<file path="config.mk">
export PLATFORM = sky130hd
export DESIGN_NAME = app_div
export DESIGN_NICKNAME = d
export VERILOG_FILES = /design/src/hdl/app_pkg.sv /design/src/hdl/app_div.sv
export SDC_FILE = /design/constraint.sdc
export NUM_CORES = 1
export LEC_CHECK = 0
export BUFFER_PORTS_ARGS = -buffer_cell sky130_fd_sc_hd__buf_2
export CAP_MARGIN = 5
export CORE_MARGIN = 4
export CORE_UTILIZATION = 40
export CTS_CLUSTER_DIAMETER = 60
export DETAILED_ROUTE_END_ITERATION = 12
export GPL_TIMING_DRIVEN = 1
export PLACE_DENSITY_LB_ADDON = 0.05
export SYNTH_ARGS = -nofsm -noshare
export SYNTH_HDL_FRONTEND = slang
export SYNTH_SLANG_ARGS = --single-unit
</file>
<file path="constraint.sdc">
create_clock -name clk -period 4.39 [get_ports clk]
set_clock_uncertainty 0.2 [all_clocks]
set_input_delay 0.439 -clock clk [delete_from_list [all_inputs] [get_ports clk]]
set_output_delay 0.439 -clock clk [all_outputs]
set_load 0.005 [all_outputs]
</file>
<file path="src/hdl/app_pkg.sv">
`timescale 1ns / 1ps

package app_pkg;

    localparam int Q_W       = 32;
    localparam int FRAC_W    = 16;
    localparam int DIV_STEPS = Q_W + FRAC_W;
    localparam int CNT_W     = $clog2(DIV_STEPS);
    localparam int W_W       = 17;

    // register indexes on the config channel
    localparam logic [7:0] REG_GAIN_P    = 8'd0;
    localparam logic [7:0] REG_GAIN_I    = 8'd1;
    localparam logic [7:0] REG_GAIN_D    = 8'd2;
    localparam logic [7:0] REG_FLOOR     = 8'd3;
    localparam logic [7:0] REG_CEILING   = 8'd4;
    localparam logic [7:0] REG_LOOKAHEAD = 8'd5;
    localparam logic [7:0] REG_BLEND     = 8'd6;
    localparam logic [7:0] REG_STEP_TIME = 8'd7;

    localparam logic [W_W-1:0] ONE_Q16 = 17'd65536;

    // zone and saturation scale factors, Q16
    localparam logic [W_W-1:0] FP_NEAR  = 17'd55705;
    localparam logic [W_W-1:0] FI_NEAR  = 17'd78643;
    localparam logic [W_W-1:0] FP_FAR   = 17'd81920;
    localparam logic [W_W-1:0] FI_FAR   = 17'd52428;
    localparam logic [W_W-1:0] FD_SAT   = 17'd49152;

    localparam logic [31:0] NEAR_LIMIT = 32'd131072;
    localparam logic [31:0] FAR_LIMIT  = 32'd655360;

    typedef enum logic [1:0] {
        ZONE_NORMAL = 2'd0,
        ZONE_NEAR   = 2'd1,
        ZONE_FAR    = 2'd2
    } zone_t;

    typedef struct packed {
        logic                    start;
        logic signed [Q_W-1:0]   num;
        logic signed [Q_W-1:0]   den;
    } div_req_t;

    typedef struct packed {
        logic                    done;
        logic signed [Q_W-1:0]   quo;
    } div_rsp_t;

    // divide by 65536, truncated toward zero
    function automatic logic signed [63:0] q16_trunc(input logic signed [63:0] v);
        logic signed [63:0] q;
        q = v >>> FRAC_W;
        if (v[63] && (v[FRAC_W-1:0] != '0))
            q = q + 64'sd1;
        return q;
    endfunction

    function automatic logic signed [Q_W-1:0] sat32(input logic signed [63:0] v);
        logic signed [63:0] q;
        q = q16_trunc(v);
        if (q > 64'sh0000_0000_7FFF_FFFF)
            return 32'sh7FFF_FFFF;
        else if (q < -64'sh0000_0000_8000_0000)
            return 32'sh8000_0000;
        else
            return q[Q_W-1:0];
    endfunction

endpackage

</file>
<file path="src/hdl/app_div.sv">
`timescale 1ns / 1ps

module app_div
(
    input  logic              clk,
    input  logic              rst_n,
    input  app_pkg::div_req_t req,
    output app_pkg::div_rsp_t rsp
);

    logic                            busy_reg;
    logic [app_pkg::CNT_W-1:0]       cnt_reg;
    logic [app_pkg::Q_W:0]           rem_reg;
    logic [app_pkg::DIV_STEPS-1:0]   nq_reg;
    logic [app_pkg::Q_W-1:0]         den_reg;
    logic                            neg_reg;
    logic                            done_reg;
    logic signed [app_pkg::Q_W-1:0]  quo_reg;

    logic [app_pkg::Q_W-1:0]         num_mag;
    logic [app_pkg::Q_W-1:0]         den_mag;
    logic [app_pkg::Q_W:0]           rem_shift;
    logic                            fits;
    logic [app_pkg::Q_W:0]           rem_next;
    logic [app_pkg::DIV_STEPS-1:0]   nq_next;

    assign num_mag   = req.num[app_pkg::Q_W-1] ? 32'(-req.num) : req.num;
    assign den_mag   = req.den[app_pkg::Q_W-1] ? 32'(-req.den) : req.den;
    assign rem_shift = {rem_reg[app_pkg::Q_W-1:0], nq_reg[app_pkg::DIV_STEPS-1]};
    assign fits      = rem_shift >= {1'b0, den_reg};
    assign rem_next  = fits ? rem_shift - {1'b0, den_reg} : rem_shift;
    assign nq_next   = {nq_reg[app_pkg::DIV_STEPS-2:0], fits};

    always_ff @(posedge clk or negedge rst_n)
    begin
        if (!rst_n)
        begin
            busy_reg <= 1'b0;
            done_reg <= 1'b0;
            cnt_reg  <= '0;
        end
        else
        begin
            done_reg <= 1'b0;
            if (req.start)
            begin
                rem_reg <= '0;
                nq_reg  <= {num_mag, {app_pkg::FRAC_W{1'b0}}};
                den_reg <= den_mag;
                neg_reg <= req.num[app_pkg::Q_W-1] ^ req.den[app_pkg::Q_W-1];
                cnt_reg <= app_pkg::CNT_W'(app_pkg::DIV_STEPS - 1);
                if (req.den == '0)
                begin
                    quo_reg  <= '0;
                    done_reg <= 1'b1;
                end
                else
                begin
                    busy_reg <= 1'b1;
                end
            end
            else if (busy_reg)
            begin
                rem_reg <= rem_next;
                nq_reg  <= nq_next;
                cnt_reg <= cnt_reg - 1'b1;
                if (cnt_reg == '0)
                begin
                    busy_reg <= 1'b0;
                    done_reg <= 1'b1;
                    quo_reg  <= neg_reg ? 32'(-nq_next) : nq_next[app_pkg::Q_W-1:0];
                end
            end
        end
    end

    assign rsp.done = done_reg;
    assign rsp.quo  = quo_reg;

endmodule

</file>
==> results.sh <==
export IMPL_synth_top_area_share_pct=44.0
export IMPL_num_vias=7476
export IMPL_antenna_left=0
export IMPL_core_area_mm2=0.0243
export IMPL_track_usage_pct=17.5
export IMPL_critPathKind="reg2reg"
export IMPL_seq_power_share_pct=40.5
export IMPL_port_buffers=99
export IMPL_synth_area_leaders="edfxtp_1 (44%), xnor2_1 (7.1%), ha_1 (4.7%)"
export IMPL_crit_path_frequent_cell="nand2b_1"
export IMPL_fin_total_pwr_mw=4.56
export IMPL_num_rows=57
export IMPL_fin_ws_ns=0.309
export IMPL_powerDensity_mw_per_mm2=397
export IMPL_hold_violations=0
export IMPL_crit_chain="ha_1 > a21oi_1 > nor3b_2 > a211oi_1 > nor2_1 > a21oi_1 > o32a_1 > clkinv_1 > ha_1 > nand2b_1 > nand2b_1 > nand2b_1 > or2_2 > o31ai_1 > xor2_1 > nor2_1"
export IMPL_cts_root_buf="clkbuf_16"
export IMPL_ys_ff_latch=153
export IMPL_setup_tns_ns=0
export IMPL_worst_path_max_delay_cell="edfxtp_1"
export IMPL_synth_largest_area_cell="edfxtp_1"
export IMPL_ir_drop_mv=0.249
export IMPL_synth_flop_cell="edfxtp_1"
export IMPL_slew_headroom_pct=33.8
export IMPL_grt_first_pass_wirelength_um=38300
export IMPL_clock_sink_count=153
export IMPL_cts_setup_buffers=0
export IMPL_grt_max_degree=67
export IMPL_async_flop_share_pct=5.23
export IMPL_grt_pass1_vias=7213
export IMPL_pre_cts_ws_ns=0.221
export IMPL_yosysWarnings=0
export IMPL_cts_buffers=17
export IMPL_num_io_pins=100
export IMPL_yosysUniqueCellTypes=63
export IMPL_syn_to_final_growth_pct=16.1
export IMPL_fin_nets=1174
export IMPL_hp_class="in2reg"
export IMPL_tritoncts="built"
export IMPL_firstDrtPassIters=6
export IMPL_vias_per_cell=5.32
export IMPL_path_delay_family="simple AND/OR/NAND/NOR gates"
export IMPL_nFillCells=2329
export IMPL_path_clk_slew_ns=0.07
export IMPL_fin_worst_hold_slack_ns=0.117
export IMPL_cp_required_ns=4.35
export IMPL_syn_area_per_cell_um2=10.1
export IMPL_cap_violations=0
export IMPL_wl_um=23200
export IMPL_antenna_found_initial=0
export IMPL_fin_crit_ns=4.08
export IMPL_syn_inst=975
export IMPL_final_area_mm2=0.0115
export IMPL_drcViolationCount=0
export IMPL_syn_nets=1080
export IMPL_synth_seq_area_share_pct=46.1
export IMPL_worstSkewPairLatency_ns=0.43
export IMPL_status="finished, final reports clean"
export IMPL_cp_arrival_ns=4.04
export IMPL_syn_area_mm2=0.00989
export IMPL_clockBufferDepth=2
export IMPL_start_util_pct=40.7
export IMPL_largest_reg_flops=48
export IMPL_worstMarginPinSlew_ns=0.993
export IMPL_dieArea_mm2=0.0273
export IMPL_gp_congestion=0.848
export IMPL_globalRouteOverflowTotal=0
export IMPL_clockPowerShare_pct=34.2
export IMPL_die_x_um=165
export IMPL_layout_drive_gt1_share_pct=17.3
export IMPL_max_stage_delay_ns=0.43
export IMPL_routedWlPerCell_um=16.5
export IMPL_p_leak_nw=4.49
export IMPL_drtIter0Drc=431
export IMPL_die_h_um=165
export IMPL_slew_viol_final=0
export IMPL_crit_path_start_kind="flop"
export IMPL_p_comb_share_pct=25.3
export IMPL_place_area_mm2=0.0108
export IMPL_synth_edf_count=145
export IMPL_power_switching_mw=1.44
export IMPL_diodes=0
export IMPL_intPower_mw=3.12
export IMPL_sw_frac_of_total_pct=31.5
export IMPL_dp_hpwl_um=16500
export IMPL_crit_path_end_kind="flop"
export IMPL_finalSetupViolCount=0
export IMPL_htree_levels=4
export IMPL_cp_max_fo=5
export IMPL_path_buf_inv=1
export IMPL_timing_final_crit_share_pct=93.0
export IMPL_fmax_ghz=0.245
[kinds of logic after synthesis]
logic type	Yosys count	synth area share (%)
AOI/OAI and AO/OA	248	17.5
xor gates and xnor gates	115	10.2
adders and majority gates	38	4.88
buffers and inverters	98	3.76
DFF	153	46.1
muxes	28	2.88
and+or+nand+nor	295	14.7
[routing by layer]
metal | track usage, % | wire [um] | up-vias | share of wire, %
li1 | - | - | 3810 | -
met1 | 26.2 | 11800 | 3526 | 51
met2 | 26.7 | 10400 | 128 | 45
met3 | 2.78 | 874 | 12 | 3.8
met4 | 3.93 | 174 | 0 | 0.75
met5 | 0 | 0 | - | 0
[final cells by class]
class,instances,area [um2],share of cell area [%]
multi-input cells,724,5010,43.7
flip-flops and latches,153,4560,39.7
repair buffers,121,678,5.91
clock buffers,17,425,3.71
well taps,324,405,3.53
clock inverters,15,203,1.77
inverters,52,195,1.70
[synth_stat cells, types with 7 or more instances]
| cell type | count |
|---|---|
| edfxtp_1 | 145 |
| nor2_1 | 111 |
| xnor2_1 | 80 |
| nand2_1 | 63 |
| inv_1 | 50 |
| o21ai_0 | 47 |
| a21oi_1 | 44 |
| clkbuf_1 | 40 |
| ha_1 | 37 |
| xor2_1 | 35 |
| o31ai_1 | 32 |
| a22o_1 | 31 |
| mux2i_1 | 24 |
| or3_1 | 21 |
| nor3_1 | 20 |
| a211oi_1 | 18 |
| nand2b_1 | 14 |
| a311oi_1 | 12 |
| o41ai_1 | 11 |
| a21o_1 | 10 |
| nand3_1 | 10 |
| or4_1 | 10 |
| dfrtp_1 | 8 |
| nor2b_1 | 8 |
| a31oi_1 | 7 |
[power by group through the flow]
stage | registers, mW | clock network, mW | logic (mW)
global route | 1.86 | 1.67 | 1.31
finish | 1.85 | 1.56 | 1.15
floorplan | 1.84 | 0 | 0.856
CTS | 1.85 | 1.59 | 1.15
global placement | 1.88 | 0 | 1.14
detailed placement | 1.88 | 0 | 1.14
[cells in the final DEF (no fill, tap or decap), types with 11 or more instances in the layout]
master / netlist / final
a211oi_1: 18 / 18
a21oi_1: 44 / 42
a22o_1: 31 / 31
a311oi_1: 12 / 12
buf_2: 0 / 98
buf_4: 1 / 21
clkbuf_16: 0 / 17
edfxtp_1: 145 / 145
ha_1: 37 / 34
inv_1: 50 / 50
mux2i_1: 24 / 24
nand2_1: 63 / 63
nand2b_1: 14 / 14
nor2_1: 111 / 111
nor3_1: 20 / 18
o21ai_0: 47 / 45
o31ai_1: 32 / 31
o41ai_1: 11 / 11
or3_1: 21 / 21
xnor2_1: 80 / 80
xor2_1: 35 / 35
[through the flow]
stage | std cells | utilization [%]
6_report | 1406 | 47.2
3_5_place_dp | 1373 | 44.4
5_1_grt | 1406 | 47.2
4_1_cts | 1406 | 47.0
3_3_place_gp | 1373 | 44.4
2_1_floorplan | 975 | -
[path summary, 6_finish.rpt]
kind                       startpoint          end  slack (ns)  cells past startpoint
hold / removal                req[19]  den_reg[19]        0.12                      2
min in group asynchronous       rst_n   cnt_reg[1]        0.33                      2
max in group asynchronous       rst_n     busy_reg        3.24                      2
setup reg to reg           rem_reg[2]  quo_reg[28]        0.31                     16
hold reg to reg            cnt_reg[5]   cnt_reg[5]        0.32                      2
setup / recovery           rem_reg[2]  quo_reg[28]        0.31                     16
[timing repair]
| item | 4_1_cts | 5_1_grt |
|---|---|---|
| endpoints found under the hold margin | 1 | 0 |
| gates resized for setup | 0 | 11 |
| hold buffers | 1 | 0 |
| endpoints found under the setup margin | 0 | 3 |
Note: power is estimated with default switching activity, not from simulation.
